==> src/rtl/core/ffd_pkg.sv <==
// ----------------------------------------------------------------------------
// Flex-fuel decoder package
// Shared widths, limits, register indexes, reset values and divider status.
// ----------------------------------------------------------------------------
`timescale 1ns / 1ps
`default_nettype none

package ffd_pkg;

   // Result field widths and saturation limits
   localparam int FREQ_W   = 18;
   localparam int PCT_W    = 15;
   localparam int FREQ_MAX = 262143;
   localparam int PCT_MAX  = 32767;

   // Configuration port
   localparam int CSR_IDX_W  = 3;
   localparam int CSR_DATA_W = 24;

   localparam logic [CSR_IDX_W-1:0] CSR_FLEX_ENABLE   = 3'd0;
   localparam logic [CSR_IDX_W-1:0] CSR_E0_HZ         = 3'd1;
   localparam logic [CSR_IDX_W-1:0] CSR_E100_HZ       = 3'd2;
   localparam logic [CSR_IDX_W-1:0] CSR_MIN_PERIOD_US = 3'd3;
   localparam logic [CSR_IDX_W-1:0] CSR_MAX_PERIOD_US = 3'd4;
   localparam logic [CSR_IDX_W-1:0] CSR_TIMEOUT_US    = 3'd5;

   // Register reset values
   localparam logic [9:0]  E0_HZ_RST         = 10'd40;
   localparam logic [9:0]  E100_HZ_RST       = 10'd160;
   localparam logic [15:0] MIN_PERIOD_US_RST = 16'd2000;
   localparam logic [19:0] MAX_PERIOD_US_RST = 20'd50000;
   localparam logic [23:0] TIMEOUT_US_RST    = 24'd100000;

   // Divider width: periods of interest stay below 2^20 us
   localparam int DEN_W = 20;

   // Divider status toward the sequencer
   typedef struct packed {
      logic busy;
      logic done;
   } ffd_div_stat_type;

endpackage

`default_nettype wire

==> src/rtl/core/ffd_divider.sv <==
// ----------------------------------------------------------------------------
// Shared restoring divider
// Unsigned divide, one quotient bit per cycle, MSB first. The numerator is
// left-aligned by the caller; iters sets how many bits are consumed.
// ----------------------------------------------------------------------------
`timescale 1ns / 1ps
`default_nettype none

module ffd_divider
   import ffd_pkg::*;
#(
   parameter int NUM_W = 29,
   parameter int DIV_DEN_W = 20
) (
   input  wire logic                           clock,
   input  wire logic                           reset,
   input  wire logic                           start,
   input  wire logic [NUM_W-1:0]               num,
   input  wire logic [DIV_DEN_W-1:0]           den,
   input  wire logic [$clog2(NUM_W+1)-1:0]     iters,
   output logic      [NUM_W-1:0]               quotient,
   output ffd_div_stat_type                    stat
);

   localparam int CNT_W = $clog2(NUM_W+1);

   logic [NUM_W-1:0]     num_ff;
   logic [NUM_W-1:0]     quo_ff;
   logic [DIV_DEN_W-1:0] rem_ff;
   logic [DIV_DEN_W-1:0] den_ff;
   logic [CNT_W-1:0]     cnt_ff;
   logic                 busy_ff;
   logic                 done_ff;

   logic [DIV_DEN_W:0]   rem_try;
   logic                 fits;
   logic [DIV_DEN_W:0]   rem_sub;
   logic [DIV_DEN_W-1:0] rem_in;

   // Trial subtract of one step
   always_comb begin
      rem_try = {rem_ff, num_ff[NUM_W-1]};
      fits    = (rem_try >= {1'b0, den_ff});
      rem_sub = rem_try - {1'b0, den_ff};
      rem_in  = fits ? rem_sub[DIV_DEN_W-1:0] : rem_try[DIV_DEN_W-1:0];
   end

   // Load on start, then shift one bit per cycle
   always_ff @(posedge clock) begin
      if (reset) begin
         busy_ff <= 1'b0;
         done_ff <= 1'b0;
         cnt_ff  <= '0;
      end else begin
         // Flag the cycle after the last quotient bit
         done_ff <= busy_ff && !start && (cnt_ff == CNT_W'(1));
         if (start) begin
            num_ff  <= num;
            den_ff  <= den;
            rem_ff  <= '0;
            quo_ff  <= '0;
            cnt_ff  <= iters;
            busy_ff <= 1'b1;
         end else if (busy_ff) begin
            num_ff <= {num_ff[NUM_W-2:0], 1'b0};
            rem_ff <= rem_in;
            quo_ff <= {quo_ff[NUM_W-2:0], fits};
            cnt_ff <= cnt_ff - CNT_W'(1);
            if (cnt_ff == CNT_W'(1)) begin
               busy_ff <= 1'b0;
            end
         end
      end
   end

   assign quotient  = quo_ff;
   assign stat.busy = busy_ff;
   assign stat.done = done_ff;

endmodule

`default_nettype wire

==> src/rtl/core/flex_fuel_frequency_decoder.sv <==
// ----------------------------------------------------------------------------
// Flex-fuel sensor frequency decoder
// Turns pin samples into a filtered sensor frequency and ethanol percent.
// ----------------------------------------------------------------------------
// Steps: a request is registered and evaluated; a rising edge with a nonzero
//   in-window period adds a frequency division, and an ethanol division
//   follows when ethanol is enabled and the frequency is above e0. Frequency
//   and percent carry FRAC_BITS fraction bits (Q.8 by default).
// Requests: one at a time, taken the cycle after the previous result is
//   registered. A finished result waits in the output register.
// Reset: synchronous; configuration registers return to defaults, frequency and percent
//   to zero, pin history to high.
`timescale 1ns / 1ps
`default_nettype none

module flex_fuel_frequency_decoder
   import ffd_pkg::*;
#(
   parameter int FRAC_BITS = 8
) (
   input  wire logic                  clock,
   input  wire logic                  reset,
   // Sample requests
   input  wire logic                  req_valid,
   output logic                       req_stall,
   input  wire logic                  req_pin_level,
   input  wire logic [31:0]           req_time_us,
   // Results
   output logic                       rsp_valid,
   input  wire logic                  rsp_stall,
   output logic [FREQ_W-1:0]          rsp_freq_hz,
   output logic [PCT_W-1:0]           rsp_ethanol_pct,
   // Configuration writes
   input  wire logic                  csr_valid,
   output logic                       csr_ready,
   input  wire logic [CSR_IDX_W-1:0]  csr_index,
   input  wire logic [CSR_DATA_W-1:0] csr_data
);

   // Divider sizing
   localparam int FREQ_IT = 21 + FRAC_BITS;
   localparam int PCT_IT  = 26;
   localparam int DIV_W   = (FREQ_IT > PCT_IT) ? FREQ_IT : PCT_IT;
   localparam int CNT_W   = $clog2(DIV_W+1);
   localparam int FREQ_SH = DIV_W - FREQ_IT;
   localparam int PCT_SH  = DIV_W - PCT_IT;

   localparam logic [DIV_W-1:0] FREQ_NUM = DIV_W'(64'd1000000 << FRAC_BITS);

   // Ethanol arithmetic
   localparam int E0S_W    = 10 + FRAC_BITS;
   localparam int DIFF_W   = (E0S_W > FREQ_W) ? E0S_W : FREQ_W;
   localparam int PCT_FULL = 100 << FRAC_BITS;
   localparam logic [PCT_W-1:0] PCT_LIM =
      PCT_W'((PCT_FULL < PCT_MAX) ? PCT_FULL : PCT_MAX);
   localparam logic [FREQ_W-1:0] ONE_HZ = FREQ_W'(1 << FRAC_BITS);
   localparam logic [FREQ_W-1:0] FREQ_SAT = FREQ_W'(FREQ_MAX);

   typedef enum logic [2:0] {
      S_IDLE,
      S_EVAL,
      S_FDIV,
      S_FILTER,
      S_PCT,
      S_PMUL,
      S_PDIV,
      S_OUT
   } state_type;

   // Configuration registers
   logic        flex_enable_ff;
   logic [9:0]  e0_hz_ff;
   logic [9:0]  e100_hz_ff;
   logic [15:0] min_period_us_ff;
   logic [19:0] max_period_us_ff;
   logic [23:0] timeout_us_ff;

   // Decoder state
   state_type           state_ff;
   logic                prev_level_ff;
   logic                edge_seen_ff;
   logic [31:0]         edge_time_ff;
   logic [FREQ_W-1:0]   freq_ff;
   logic [PCT_W-1:0]    pct_ff;

   // Working registers
   logic                rise_ff;
   logic [31:0]         time_ff;
   logic [31:0]         period_ff;
   logic [FREQ_W-1:0]   hz_ff;
   logic [FREQ_W-1:0]   diff_ff;
   logic [9:0]          span_ff;

   // Output register
   logic                rsp_valid_ff;
   logic [FREQ_W-1:0]   rsp_freq_hz_ff;
   logic [PCT_W-1:0]    rsp_ethanol_pct_ff;

   // Divider hookup
   logic                div_start;
   logic [DIV_W-1:0]    div_num;
   logic [DEN_W-1:0]    div_den;
   logic [CNT_W-1:0]    div_iters;
   logic [DIV_W-1:0]    div_quo;
   ffd_div_stat_type    div_stat;

   // Combinational helpers
   logic                accept;
   logic                out_free;
   logic                in_window;
   logic                timed_out;
   logic                freq_go;
   logic [DIV_W-1:0]    freq_num;
   logic [24:0]         prod;
   logic [DIV_W-1:0]    pct_num;
   logic [FREQ_W-1:0]   hz_in;
   logic [FREQ_W+2:0]   blend_sum;
   logic [FREQ_W-1:0]   blend_in;
   logic [DIFF_W-1:0]   freq_ext;
   logic [DIFF_W-1:0]   e0_scaled;
   logic [DIFF_W-1:0]   diff_in;
   logic [9:0]          span_in;
   logic [PCT_W-1:0]    pct_in;

   assign accept    = req_valid && !req_stall;
   assign req_stall = (state_ff != S_IDLE);
   assign csr_ready = 1'b1;
   assign out_free  = !rsp_valid_ff || !rsp_stall;

   // Period checks and divider operands
   always_comb begin
      in_window = (period_ff >= {16'd0, min_period_us_ff}) &&
                  (period_ff <= {12'd0, max_period_us_ff});
      timed_out = edge_seen_ff && (period_ff > {8'd0, timeout_us_ff});
      freq_go   = rise_ff && edge_seen_ff && in_window && (period_ff != 32'd0);
      freq_num  = (FREQ_NUM + DIV_W'(period_ff[19:1])) << FREQ_SH;
      prod      = 25'(diff_ff) * 25'd100;
      pct_num   = (DIV_W'(prod) + DIV_W'(span_ff[9:1])) << PCT_SH;

      div_start = 1'b0;
      div_num   = freq_num;
      div_den   = period_ff[DEN_W-1:0];
      div_iters = CNT_W'(FREQ_IT);
      if (state_ff == S_EVAL) begin
         div_start = freq_go;
      end else if (state_ff == S_PMUL) begin
         div_start = 1'b1;
         div_num   = pct_num;
         div_den   = DEN_W'(span_ff);
         div_iters = CNT_W'(PCT_IT);
      end
   end

   // Frequency saturation and 3/4 old + 1/4 new blend
   always_comb begin
      hz_in     = (|div_quo[DIV_W-1:FREQ_W]) ? FREQ_SAT : div_quo[FREQ_W-1:0];
      blend_sum = {1'b0, freq_ff, 2'b00} - {3'b000, freq_ff} +
                  {3'b000, hz_ff} + (FREQ_W+3)'(2);
      blend_in  = (|blend_sum[FREQ_W+2:FREQ_W+2]) ? FREQ_SAT
                                                  : blend_sum[FREQ_W+1:2];
   end

   // Ethanol difference, span and final clamp
   always_comb begin
      freq_ext  = DIFF_W'(freq_ff);
      e0_scaled = DIFF_W'(e0_hz_ff) << FRAC_BITS;
      diff_in   = freq_ext - e0_scaled;
      span_in   = (e100_hz_ff > e0_hz_ff) ? (e100_hz_ff - e0_hz_ff) : 10'd1;
      pct_in    = (div_quo > DIV_W'(PCT_LIM)) ? PCT_LIM : div_quo[PCT_W-1:0];
   end

   ffd_divider #(
      .NUM_W     (DIV_W),
      .DIV_DEN_W (DEN_W)
   ) u_divider (
      .clock    (clock),
      .reset    (reset),
      .start    (div_start),
      .num      (div_num),
      .den      (div_den),
      .iters    (div_iters),
      .quotient (div_quo),
      .stat     (div_stat)
   );

   // Configuration writes
   always_ff @(posedge clock) begin
      if (reset) begin
         flex_enable_ff   <= 1'b0;
         e0_hz_ff         <= E0_HZ_RST;
         e100_hz_ff       <= E100_HZ_RST;
         min_period_us_ff <= MIN_PERIOD_US_RST;
         max_period_us_ff <= MAX_PERIOD_US_RST;
         timeout_us_ff    <= TIMEOUT_US_RST;
      end else if (csr_valid && csr_ready) begin
         unique case (csr_index)
            CSR_FLEX_ENABLE:   flex_enable_ff   <= csr_data[0];
            CSR_E0_HZ:         e0_hz_ff         <= csr_data[9:0];
            CSR_E100_HZ:       e100_hz_ff       <= csr_data[9:0];
            CSR_MIN_PERIOD_US: min_period_us_ff <= csr_data[15:0];
            CSR_MAX_PERIOD_US: max_period_us_ff <= csr_data[19:0];
            CSR_TIMEOUT_US:    timeout_us_ff    <= csr_data[23:0];
            default: ;
         endcase
      end
   end

   // Sequencer, decoder state and output register
   always_ff @(posedge clock) begin
      if (reset) begin
         state_ff      <= S_IDLE;
         prev_level_ff <= 1'b1;
         edge_seen_ff  <= 1'b0;
         edge_time_ff  <= '0;
         freq_ff       <= '0;
         pct_ff        <= '0;
         rsp_valid_ff  <= 1'b0;
      end else begin
         // Drop the result once taken, unless the next one replaces it
         if (rsp_valid_ff && !rsp_stall && (state_ff != S_OUT)) begin
            rsp_valid_ff <= 1'b0;
         end

         unique case (state_ff)
            S_IDLE: begin
               if (accept) begin
                  rise_ff       <= req_pin_level && !prev_level_ff;
                  prev_level_ff <= req_pin_level;
                  time_ff       <= req_time_us;
                  period_ff     <= req_time_us - edge_time_ff;
                  state_ff      <= S_EVAL;
               end
            end
            S_EVAL: begin
               if (rise_ff) begin
                  edge_time_ff <= time_ff;
                  edge_seen_ff <= 1'b1;
                  if (edge_seen_ff && in_window) begin
                     if (freq_go) begin
                        state_ff <= S_FDIV;
                     end else begin
                        hz_ff    <= FREQ_SAT;
                        state_ff <= S_FILTER;
                     end
                  end else begin
                     state_ff <= S_PCT;
                  end
               end else begin
                  // Clear frequency and edge memory after a long silence
                  if (timed_out) begin
                     freq_ff      <= '0;
                     edge_seen_ff <= 1'b0;
                     edge_time_ff <= '0;
                  end
                  state_ff <= S_PCT;
               end
            end
            S_FDIV: begin
               if (div_stat.done) begin
                  hz_ff    <= hz_in;
                  state_ff <= S_FILTER;
               end
            end
            S_FILTER: begin
               // Seed the filter while it reads below one hertz
               freq_ff  <= (freq_ff < ONE_HZ) ? hz_ff : blend_in;
               state_ff <= S_PCT;
            end
            S_PCT: begin
               if (!flex_enable_ff) begin
                  state_ff <= S_OUT;
               end else if (freq_ext <= e0_scaled) begin
                  pct_ff   <= '0;
                  state_ff <= S_OUT;
               end else begin
                  diff_ff  <= diff_in[FREQ_W-1:0];
                  span_ff  <= span_in;
                  state_ff <= S_PMUL;
               end
            end
            S_PMUL: begin
               state_ff <= S_PDIV;
            end
            S_PDIV: begin
               if (div_stat.done) begin
                  pct_ff   <= pct_in;
                  state_ff <= S_OUT;
               end
            end
            S_OUT: begin
               if (out_free) begin
                  rsp_valid_ff       <= 1'b1;
                  rsp_freq_hz_ff     <= freq_ff;
                  rsp_ethanol_pct_ff <= pct_ff;
                  state_ff           <= S_IDLE;
               end
            end
            default: begin
               state_ff <= S_IDLE;
            end
         endcase
      end
   end

   assign rsp_valid       = rsp_valid_ff;
   assign rsp_freq_hz     = rsp_freq_hz_ff;
   assign rsp_ethanol_pct = rsp_ethanol_pct_ff;

   // Never restart the divider while it is still working
   assert property (@(posedge clock) disable iff (reset)
      div_start |-> !div_stat.busy)
      else $error("divider restarted while busy");

   // Divider finishes only while the sequencer waits for it
   assert property (@(posedge clock) disable iff (reset)
      div_stat.done |-> (state_ff == S_FDIV || state_ff == S_PDIV))
      else $error("divider result with no one waiting");

   // Frequency is nonzero only while an edge is remembered
   assert property (@(posedge clock) disable iff (reset)
      !edge_seen_ff |-> (freq_ff == '0))
      else $error("frequency held without edge memory");

   // Ethanol percent never exceeds full scale
   assert property (@(posedge clock) disable iff (reset)
      pct_ff <= PCT_LIM)
      else $error("ethanol percent above full scale");

endmodule

`default_nettype wire
==> config.mk <==
export PLATFORM = sky130hd
export DESIGN_NAME = flex_fuel_frequency_decoder
export DESIGN_NICKNAME = d
export VERILOG_FILES = /design/src/rtl/core/ffd_pkg.sv /design/src/rtl/core/ffd_divider.sv /design/src/rtl/core/flex_fuel_frequency_decoder.sv
export SDC_FILE = /design/constraint.sdc
export NUM_CORES = 1
export LEC_CHECK = 0
export BUFFER_PORTS_ARGS = -buffer_cell sky130_fd_sc_hd__buf_2
export CAP_MARGIN = 20
export CORE_MARGIN = 3
export CORE_UTILIZATION = 50
export DETAILED_ROUTE_END_ITERATION = 6
export PLACE_DENSITY = 0.67
export SLEW_MARGIN = 20
export SYNTH_ARGS = -nofsm -noshare
export SYNTH_HDL_FRONTEND = slang
export SYNTH_SLANG_ARGS = --single-unit
==> constraint.sdc <==
create_clock -name clock -period 8.8 [get_ports clock]
set_input_delay 0.88 -clock clock [delete_from_list [all_inputs] [get_ports clock]]
set_output_delay 0.88 -clock clock [all_outputs]
set_load 0.005 [all_outputs]
==> impl_metrics.csv, run 1 <==
group,metric,value,unit
critical_path,arrival,5.12,ns
job,cap_violations,0,
timing,min_period_over_period,54.51,%
clocking,worstSkewPairLatency,0.57,ns
global_route,grt_pass1_vias,17511,
critical_path,crit_required,9.12,ns
floorplan,initial_utilization,50.99,%
clocking,cts_setup_buffers,0,
floorplan,core,46850,um^2
global_route,antenna_found_initial,5,
run_status,status,"finished clean",
clocking,postCtsResizedCells,0,
synthesis,synth_nets,2824,
critical_path,cpLargestDelayFamily,"adder cells",
synthesis,synth_top_flop_cell,"edfxtp_1",
critical_path,timing.critical_path.buf_inv,2,
timing,max-slew-margin-rel,26.73,%
synthesis,syn_area,23890,um^2
routing,drt_wl_total,57940,um
power,power,4846,uW
finish,regArea,10450,um^2
timing,hold_viol,0,
placed_design,portBuffers,99,
clocking,clockBufferDepth,3,
power,power_leakage,0.01081,uW
timing,worst_pin_slew,1.090,ns
placed_design,dp_cells,3148,
finish,multi_input_area,11990,um^2
timing,setup-tns-final,0,ns
floorplan,io_pins,101,
placed_design,place_ws,3.982,ns
routing,drt_iter0_drc,1338,
synthesis,syn_inst,2505,
critical_path,crit_chain,"ha_1 -> ha_1 -> inv_1 -> fa_1 -> inv_1 -> ha_1 -> o21ai_1 -> a2111o_1 -> o311a_1 -> or4b_4 -> nor4b_1 -> nand4b_1 -> xnor2_1 -> o22a_1",
synthesis,synth_seq_cells,401,
routing,firstDrtPassIters,7,
clocking,cts_tree,"done",
synthesis,async_flop_share,0,%
critical_path,cp-end-kind,"flip-flop",
power,power.density,183.0,nW/um^2
finish,fin_cells,3234,
synthesis,syn_area_per_cell,9.538,um^2
timing,skew,0.01791,ns
finish,syn_to_final_growth,10.84,%
global_route,grt_max_degree,66,
routing,viasPerCell,5.668,
global_route,grt_pass1_wl,92250,um
timing,rsz0062_at_grt,"no",
routing,vias,18329,
clocking,hold_buffers,0,
routing,ant_nets,0,
routing,wl_per_cell,17.91,um
critical_path,slowest_stage,"nor4b_1",
placed_design,gp_congestion,0.9040,
floorplan,rows,79,
clocking,root_buffer,"clkbuf_16",
global_route,overflow,0,
synthesis,seq_area_frac_synth,43.74,%
placed_design,hpwl,43090,um
critical_path,crit_top_cell,"ha_1",
finish,nets,2907,
synthesis,yosysWarningCount,0,
critical_path,crit_path_start_kind,"flip-flop",
floorplan,fp.dieArea,50440,um^2
finish,nFillCells,4162,
critical_path,slowest_delay,0.69,ns
timing,fin_crit,4.797,ns
timing,max_freq,208.5,MHz
global_route,grt.total_usage,22.73,%
finish,drive_above_1_share,8.845,%
clocking,cts.sinks,401,
synthesis,ys_types,78,
timing,finalSetupViolCount,0,
routing,drc,0,
clocking,clkSlewWorstSetupHoldPaths,0.06,ns
power,irDropWorstVdd,0.2287,mV
critical_path,path_class,"reg2reg",
timing,setup_ws,4.003,ns
critical_path,cp_max_fo,8,
synthesis,synth_edf_count,242,
clocking,htreeDepth,2,
floorplan,die_height,224.6,um
timing,slew_viol_final,0,
floorplan,die_w,224.6,um
clocking,cts_buffers,45,
min_path,hp-class,"reg2reg",
## sequential cells by signal (all words and copies together), names as in the netlist, 15 cells and up
register            cells
hz_ff                  18
min_period_us_ff       16
pct_ff                 15
freq_ext               18
u_divider.quotient     29
period_ff              32
time_ff                32
u_divider.num_ff       29
rsp_ethanol_pct        15
u_divider.den_ff       20
rsp_freq_hz            18
diff_ff                18
timeout_us_ff          24
max_period_us_ff       20
edge_time_ff           32
u_divider.rem_ff       20
## path summary, 6_finish.rpt
path                   start                    to  slack [ns]  depth (start not counted)
setup reg to reg  diff_ff[4]  u_divider.num_ff[27]        4.00                         14
hold reg to reg    pct_ff[7]    rsp_ethanol_pct[7]        0.43                          0
hold / removal     pct_ff[7]    rsp_ethanol_pct[7]        0.43                          0
setup / recovery  diff_ff[4]  u_divider.num_ff[27]        4.00                         14
## cells by family after synthesis
family,synth area share [%]
AND/OR/NAND/NOR,15.68
AO/OA/AOI/OAI,15.45
flip-flops,43.74
buffers and inverters,6.253
adder cells (fa/ha/maj),14.40
XOR/XNOR,3.483
multiplexers,0.9741
other,0.01570
## final cells by class
type	count	share of cell area (%)
Timing Repair Buffer	120	2.476
Tap cell	607	2.868
Sequential cell	401	39.46
Inverter	306	4.338
Antenna cell	4	0.03780
Clock inverter	16	0.4772
Multi-Input combinational cell	1714	45.29
Clock buffer	66	5.051
## worst register-to-register path: stages (launching register included)
cell	delay, ns
edfxtp_1	0.44
ha_1	0.33
ha_1	0.28
inv_1	0.05
fa_1	0.49
inv_1	0.04
ha_1	0.41
o21ai_1	0.13
a2111o_1	0.40
o311a_1	0.15
or4b_4	0.59
nor4b_1	0.69
nand4b_1	0.19
xnor2_1	0.17
o22a_1	0.21
## routing by layer
layer	vias up	global-route usage [%]	routed length [um]
li1	9031	-	-
met1	8705	31.22	26270
met3	97	4.007	3325
met4	2	7.484	1605
met5	-	0	18
met2	494	36.74	26720
## synthesized netlist by cell type, drive strengths merged, types with 6 or more instances
library cell / number / share of area, %
o21a: 18 / 0.57
a21boi: 9 / 0.28
a21oi: 184 / 3.9
mux2i: 21 / 0.88
a311oi: 7 / 0.26
a211oi: 17 / 0.53
nand4: 30 / 0.79
or3: 12 / 0.31
dfxtp: 159 / 13
or2: 23 / 0.60
nor2b: 27 / 0.71
nand2b: 31 / 0.81
and3: 43 / 1.1
nand3b: 20 / 0.63
fa: 35 / 2.9
nand2: 301 / 4.7
o211ai: 13 / 0.41
nor3: 51 / 1.1
xnor2: 67 / 2.5
a211o: 13 / 0.48
ha: 219 / 11
buf: 11 / 0.30
xor2: 28 / 1.0
o21bai: 10 / 0.31
and2: 12 / 0.31
inv: 305 / 4.8
nor2: 137 / 2.2
nor4: 23 / 0.63
a22o: 44 / 1.6
edfxtp: 242 / 30
o21ai: 113 / 2.4
a21o: 43 / 1.4
o311ai: 6 / 0.22
nand3: 37 / 0.78
a2111oi: 8 / 0.29
o31ai: 8 / 0.25
clkbuf: 73 / 1.1
a31oi: 9 / 0.24
## per-stage QoR
| stage | instance area [um^2] | util [%] | hold slack [ns] |
|---|---|---|---|
| global placement | 25000 | 53.36 | 0.4192 |
| global route | 26480 | 56.51 | 0.4425 |
| detailed placement | 25010 | 53.37 | 0.4148 |
| CTS | 26470 | 56.50 | 0.4312 |
| floorplan | 23890 | - | 0.4086 |
| finish | 26480 | 56.52 | 0.4336 |
## power by group
| part | leakage [uW] | total, uW | internal (uW) | switching [uW] |
|---|---|---|---|---|
| combinational | 0.00672 | 859 | 338 | 522 |
| sequential | 0.00337 | 2140 | 2080 | 62.6 |
| clock | 0.000722 | 1840 | 1080 | 760 |
| total | 0.0108 | 4850 | 3500 | 1340 |
## placed cells by master, fill, tap and decap left out, types with 11 or more instances in the layout
master	instances
nor3_1	48
edfxtp_1	242
buf_4	22
a22o_1	44
a211o_1	13
a21o_1	43
fa_1	35
nor2_1	134
and2_1	11
nand4_1	30
o21ai_0	111
ha_1	219
xor2_1	28
or3_1	12
or2_2	23
a21oi_1	183
nand2b_1	31
dfxtp_1	159
clkbuf_16	47
nor2b_1	27
nor4_1	22
and3_1	42
o21a_1	18
buf_2	98
mux2i_1	21
xnor2_1	67
a211oi_1	17
nand3_1	37
o211ai_1	13
nand3b_1	20
nand2_1	301
inv_1	305
No activity file was read; power rests on OpenSTA's default activity.
==> run 2, diff against run 1 <==
--- a/config.mk
+++ b/config.mk
@@ -5,6 +5,7 @@
 export SDC_FILE = /design/constraint.sdc
 export NUM_CORES = 1
 export LEC_CHECK = 0
+export ABC_AREA = 1
 export BUFFER_PORTS_ARGS = -buffer_cell sky130_fd_sc_hd__buf_2
 export CAP_MARGIN = 20
 export CORE_MARGIN = 3
==> constraint.sdc (replaced) <==
create_clock -name clock -period 5 [get_ports clock]
set_input_delay 0.5 -clock clock [delete_from_list [all_inputs] [get_ports clock]]
set_output_delay 0.5 -clock clock [all_outputs]
set_load 0.005 [all_outputs]
==> run 2 against run 1 <==
Effect of this change: total power rose by 140%; core utilization fell by 0.13 points; via count rose by 7.0%; final area rose by 2.3%; final cell count rose by 14%; sequential power rose by 100%; critical path type unchanged.
==> impl_metrics.csv, run 2 <==
group,metric,value,unit
synthesis,async_flop_share,0,%
routing,drt_wl_total,59330,um
finish,nets,3344,
routing,wl_per_cell,16.14,um
clocking,clockBufferDepth,3,
critical_path,crit_chain,"ha_1 -> ha_1 -> fa_1 -> ha_1 -> xnor2_1 -> ha_1 -> nand2_1 -> o21ai_0 -> a21o_1 -> nand2_2 -> nor2_4 -> nand2_4 -> nor2_8 -> nand3_2 -> nor2_2 -> nand2_1 -> nand2_1 -> nor2_1",
clocking,cts_setup_buffers,0,
synthesis,synth_common_cells,"nand2_1, inv_1, a21oi_1",
power,p_switching,4270,uW
floorplan,fp.dieArea,51570,um^2
finish,multi_input_area,11950,um^2
power,clkPwrFrac,29.4,%
critical_path,rr_worst_depth,18,
critical_path,path_class,"reg2reg",
timing,min_period_over_period,79.07,%
synthesis,syn_area_per_cell,8.335,um^2
clocking,cts.sinks,401,
timing,skew,0.02648,ns
synthesis,yosysTopAreaCellShare,29.74,%
synthesis,seq_area_frac_synth,42.76,%
timing,finalSetupViolCount,0,
timing,rsz0062_at_grt,"no",
routing,ant_nets,0,
placed_design,hpwl,45110,um
clocking,htreeDepth,2,
global_route,grt.total_usage,23.14,%
routing,vias,19609,
critical_path,crit_top_cell,"ha_1",
finish,nFillCells,4398,
synthesis,ys_types,56,
finish,regArea,10450,um^2
synthesis,synth_edf_count,242,
synthesis,syn_area,24440,um^2
synthesis,synth_top_family_by_area,"simple AND/OR/NAND/NOR gates",
timing,worst_pin_slew,1.016,ns
synthesis,synth_seq_cells,401,
floorplan,io_pins,101,
global_route,grt_max_degree,52,
timing,max-slew-margin-rel,32.11,%
finish,final_cell_mix,"nand2_1, inv_1, a21oi_1",
clocking,hold_buffers,0,
synthesis,yosysMostFrequentCell,"nand2_1",
synthesis,yosys.area.top_type,"edfxtp_1",
critical_path,crit_required,5.34,ns
finish,drive_above_1_share,7.871,%
synthesis,synth-compound-area-share,12.51,%
routing,firstDrtPassIters,5,
floorplan,die_w,227.1,um
timing,fin_crit,3.954,ns
floorplan,initial_utilization,50.86,%
critical_path,reg2reg_to,"u_divider.num_ff[26]",
global_route,grt_pass1_vias,18876,
clocking,worstSkewPairLatency,0.59,ns
synthesis,yosys-top-cells-area,"edfxtp_1, dfxtp_1, ha_1",
critical_path,slowest_stage,"fa_1",
floorplan,rows,80,
power,seqPwrFrac,36.5,%
placed_design,portBuffers,99,
global_route,overflow,0,
global_route,grt_pass1_wl,95400,um
timing,max_freq,252.9,MHz
synthesis,yosysWarningCount,0,
finish,diodes,0,
clocking,postCtsResizedCells,0,
finish,reg_top3,"edge_time_ff x32, period_ff x32, time_ff x32",
critical_path,cp-end-kind,"flip-flop",
placed_design,dp_cells,3593,
power,irDropWorstVdd,0.3158,mV
critical_path,ff2ff_setup_slack,1.05,ns
critical_path,crit_path_start_kind,"flip-flop",
synthesis,synthSimpleGateAreaFrac,19.25,%
global_route,antenna_found_initial,2,
critical_path,r2r-start,"diff_ff[2]",
routing,drc,0,
critical_path,cp_max_fo,6,
power,internal_power,7423,uW
clocking,root_buffer,"clkbuf_16",
power,pwr-share-comb,34.1,%
clocking,cts_buffers,45,
timing,slew_viol_final,0,
floorplan,die_height,227.1,um
power,netSwitchingFraction,36.52,%
min_path,min-delay-start,"req_time_us[27]",
placed_design,gp_congestion,0.9408,
power,power.density,431.6,nW/um^2
synthesis,synthMuxAreaShare,0,%
min_path,hold_end,"time_ff[27]",
routing,viasPerCell,5.333,
clocking,cts_tree,"done",
min_path,holdPathStages,1,
run_status,status,"finished clean",
synthesis,synth_xor_area_share,2.862,%
timing,hold_viol,0,
floorplan,core,48050,um^2
clocking,clkSlewWorstSetupHoldPaths,0.06,ns
synthesis,synth_top_flop_cell,"edfxtp_1",
finish,syn_to_final_growth,10.86,%
synthesis,syn_inst,2932,
min_path,hp-class,"in2reg",
power,power_leakage,0.01220,uW
finish,fin_cells,3677,
timing,setup-tns-final,0,ns
critical_path,arrival,4.29,ns
routing,drt_iter0_drc,1247,
job,cap_violations,0,
synthesis,synthAdderAreaFrac,14.08,%
critical_path,slowest_delay,0.46,ns
finish,final_common_cell,"nand2_1",
synthesis,synth_nets,3251,
==> run 2: cells by family after synthesis <==
group,after synthesis
and+or+nand+nor,1107
DFF,401
adders and majority gates,254
buffers and inverters,540
AOI/OAI and AO/OA,550
other,1
xor gates and xnor gates,79
==> run 2: layout make-up <==
| type | count | share of cell area, % |
|---|---|---|
| clock inverters | 20 | 0.7943 |
| inverters | 475 | 6.581 |
| clock buffers | 64 | 4.918 |
| well taps | 615 | 2.840 |
| repair buffers | 111 | 2.207 |
| flip-flops and latches | 401 | 38.57 |
| multi-input cells | 1991 | 44.09 |
==> run 2: metal layers <==
metal | GRT usage (%) | vias to the layer above | part of all wire [%]
met5 | 0 | - | 0.039
met4 | 8.502 | 4 | 3.2
met3 | 3.185 | 138 | 4.8
met2 | 38.72 | 480 | 47
met1 | 30.83 | 9096 | 45
li1 | - | 9891 | -
==> run 2: how the worst max path moves through the flow <==
stage / startpoint / end / slack (ns)
6_report: diff_ff[2] / u_divider.num_ff[26] / 1.05
5_1_grt: diff_ff[2] / u_divider.num_ff[26] / 0.75
2_1_floorplan: freq_ext[8] / diff_ff[0] / 0.43
3_5_place_dp: diff_ff[2] / u_divider.num_ff[26] / 1.05
4_1_cts: diff_ff[2] / u_divider.num_ff[26] / 1.04
3_3_place_gp: diff_ff[1] / u_divider.num_ff[25] / 1.13
==> run 2: critical path: cells and delay by family (launching register included) <==
family                   cells  cell delay [ns]
adder cells (fa/ha/maj)      5             1.88
AND/OR/NAND/NOR             10             0.95
flip-flops                   1             0.42
AO/OA/AOI/OAI                2             0.32
XOR/XNOR                     1             0.16
==> run 2: power by group through the flow <==
stage	clock [uW]	sequential, uW	combinational (uW)
floorplan	0	4240	3000
global placement	0	4320	3860
detailed placement	0	4330	3940
CTS	3520	4260	3970
global route	3630	4300	4510
finish	3440	4270	3990
==> run 2: per-stage QoR <==
step	total power, uW	setup slack, ns	utilization, %	hold slack, ns	area (um^2)
6_report	11690	1.046	56.39	0.1074	27090
5_1_grt	12440	0.7546	56.39	0.09484	27090
4_1_cts	11750	1.038	56.39	0.07180	27090
3_5_place_dp	8270	1.045	53.16	0.4120	25540
3_3_place_gp	8186	1.133	53.16	0.4144	25540
2_1_floorplan	7232	0.4310	-	0.4030	24440
==> run 3, diff against run 2 <==
==> constraint.sdc (replaced) <==
create_clock -name clock -period 3.8 [get_ports clock]
set_input_delay 0.38 -clock clock [delete_from_list [all_inputs] [get_ports clock]]
set_output_delay 0.38 -clock clock [all_outputs]
set_load 0.005 [all_outputs]
==> run 3 against run 2 <==
Effect of this change: non-clock buffer count is 71 higher; first-iteration DRC count fell by 0.32%; highest routed layer unchanged; fmax grew 8.8%; flip-flop and latch count unchanged; sequential share of layout area shrank 1.2 points; largest power group unchanged; sequential power up 31%; largest cell class unchanged; core utilization is 1.9 points higher.
==> impl_metrics.csv, run 3 (synthesis gave the netlist of run 2 again) <==
group,metric,value,unit
run_status,status,"finished clean",
clocking,root_buffer,"clkbuf_16",
routing,ant_nets,0,
global_route,overflow,0,
floorplan,rows,80,
global_route,grt_pass1_wl,95100,um
min_path,holdPathStages,1,
critical_path,path_class,"reg2reg",
timing,slew_viol_final,0,
timing,max_freq,275.1,MHz
timing,min_period_over_period,95.67,%
critical_path,crit_chain,"ha_4 -> ha_4 -> ha_4 -> inv_1 -> fa_2 -> inv_2 -> ha_4 -> nand2_1 -> nor2_1 -> nand2_1 -> nand3_2 -> nand2_1 -> nand2_2 -> nand3_4 -> nor2_4 -> nand2_4 -> nor2_4 -> nand2_1 -> nand2_1 -> nand3_1 -> o21ai_1 -> inv_1",
critical_path,r2r-start,"diff_ff[2]",
floorplan,initial_utilization,50.86,%
timing,setup_ws,0.1646,ns
timing,hold_viol,0,
critical_path,cp-end-kind,"flip-flop",
finish,drive_above_1_share,10.06,%
finish,final_cell_mix,"nand2_1, inv_1, a21oi_1",
finish,fin_util,58.25,%
power,power.density,547.5,nW/um^2
placed_design,hpwl,45420,um
placed_design,place_ws,-0.05364,ns
critical_path,arrival,3.96,ns
clocking,htreeDepth,2,
clocking,cts.sinks,401,
critical_path,ff2ff_setup_slack,0.16,ns
floorplan,io_pins,101,
min_path,hold_end,"time_ff[4]",
routing,drt_wl_total,59680,um
timing,setup-tns-final,0,ns
timing,worst_pin_slew,1.010,ns
placed_design,gp_congestion,0.9337,
job,cap_violations,0,
clocking,worstSkewPairLatency,0.58,ns
critical_path,timing.critical_path.buf_inv,3,
global_route,antenna_found_initial,3,
critical_path,slowest_stage,"fa_2",
clocking,clkSlewWorstSetupHoldPaths,0.06,ns
power,irDropWorstVdd,0.4191,mV
timing,skew,0.02683,ns
routing,viasPerCell,5.295,
min_path,min-delay-start,"req_time_us[4]",
critical_path,cp-startpoint,"diff_ff[2]",
finish,nets,3415,
power,power_leakage,0.01252,uW
floorplan,fp.dieArea,51570,um^2
timing,rsz0062_at_grt,"yes",
min_path,hp-class,"in2reg",
critical_path,cp_max_fo,5,
clocking,cts_buffers,45,
timing,finalSetupViolCount,0,
routing,vias,19840,
clocking,clockBufferDepth,3,
critical_path,slowest_delay,0.52,ns
critical_path,crit_path_start_kind,"flip-flop",
critical_path,rr_worst_depth,22,
timing,max-slew-margin-rel,32.50,%
critical_path,reg2reg_to,"u_divider.num_ff[25]",
finish,reg_top3,"edge_time_ff x32, period_ff x32, time_ff x32",
global_route,grt_max_degree,57,
finish,syn_to_final_growth,14.52,%
finish,final_common_cell,"nand2_1",
floorplan,core,48050,um^2
routing,wl_per_cell,15.93,um
critical_path,crit_top_cell,"nand2_1",
timing,fin_crit,3.635,ns
floorplan,die_height,227.1,um
routing,drc,0,
critical_path,cpLargestDelayFamily,"adder cells",
clocking,cts_tree,"done",
critical_path,crit_required,4.13,ns
placed_design,portBuffers,99,
global_route,grt_pass1_vias,19118,
floorplan,die_w,227.1,um
global_route,grt.total_usage,23.00,%
routing,firstDrtPassIters,5,
routing,drt_iter0_drc,1243,
-- run 3: final cells by class --
type                    instances  area (um^2)
diodes                          1        2.502
clock buffers                  69         1308
clock inverters                13        205.2
fillers                      4352        20060
inverters                     475         1783
multi-input cells            1991        12260
flip-flops and latches        401        10450
well taps                     615        769.5
repair buffers                182         1211
-- run 3: worst max path at each step --
stage                                       to  slack, ns  depth (start not counted)
after floorplan           u_divider.num_ff[26]       0.15                         18
after detailed placement  u_divider.num_ff[26]      -0.05                         19
after CTS                 u_divider.num_ff[25]     -0.003                         22
final                     u_divider.num_ff[25]       0.16                         22
after global placement    u_divider.num_ff[25]       0.02                         22
after global routing      u_divider.num_ff[24]      -0.03                         22
-- run 3: report_power, final --
| part | switching [uW] | total [uW] | internal (uW) |
|---|---|---|---|
| Clock | 1750 | 4400 | 2650 |
| Sequential | 309 | 5580 | 5270 |
| Combinational | 3470 | 5340 | 1870 |
-- run 3: repair_timing --
action | in CTS | in global routing
hold buffers | 27 | 0
setup buffers | 2 | 12
endpoints found under the hold margin | 27 | 0
gates resized for setup | 3 | 51
endpoints found under the setup margin | 6 | 14
gates cloned | 0 | 0
pin swaps | 0 | 22
-- run 3: through the flow --
step / hold WS (ns) / cells / instance area [um^2] / power [uW]
after floorplan: 0.4030 / 2932 / 24450 / 9508
after global placement: 0.4164 / 3623 / 25790 / 10800
after detailed placement: 0.4149 / 3623 / 25790 / 10900
after CTS: 0.0009681 / 3734 / 27600 / 15360
after global routing: 0.01388 / 3747 / 27990 / 16320
final: 0.02578 / 3747 / 27990 / 15320
-- run 3: layer usage --
| metal | global-route usage [%] | up-vias | share of wire (%) |
|---|---|---|---|
| met4 | 7.308 | 4 | 3.2 |
| met2 | 39.47 | 458 | 47 |
| li1 | - | 10052 | - |
| met5 | 0 | - | 0.032 |
| met3 | 3.185 | 125 | 4.9 |
| met1 | 30.28 | 9201 | 45 |
-- run 3: worst reg2reg max path, stage by stage, from the launching register on --
cell and delay (ns):
edfxtp_1 0.48, ha_4 0.32, ha_4 0.19, ha_4 0.27
inv_1 0.04, fa_2 0.52, inv_2 0.05, ha_4 0.28
nand2_1 0.06, nor2_1 0.10, nand2_1 0.07, nand3_2 0.09
nand2_1 0.07, nand2_2 0.09, nand3_4 0.08, nor2_4 0.12
nand2_4 0.08, nor2_4 0.15, nand2_1 0.07, nand2_1 0.07
nand3_1 0.06, o21ai_1 0.09, inv_1 0.05
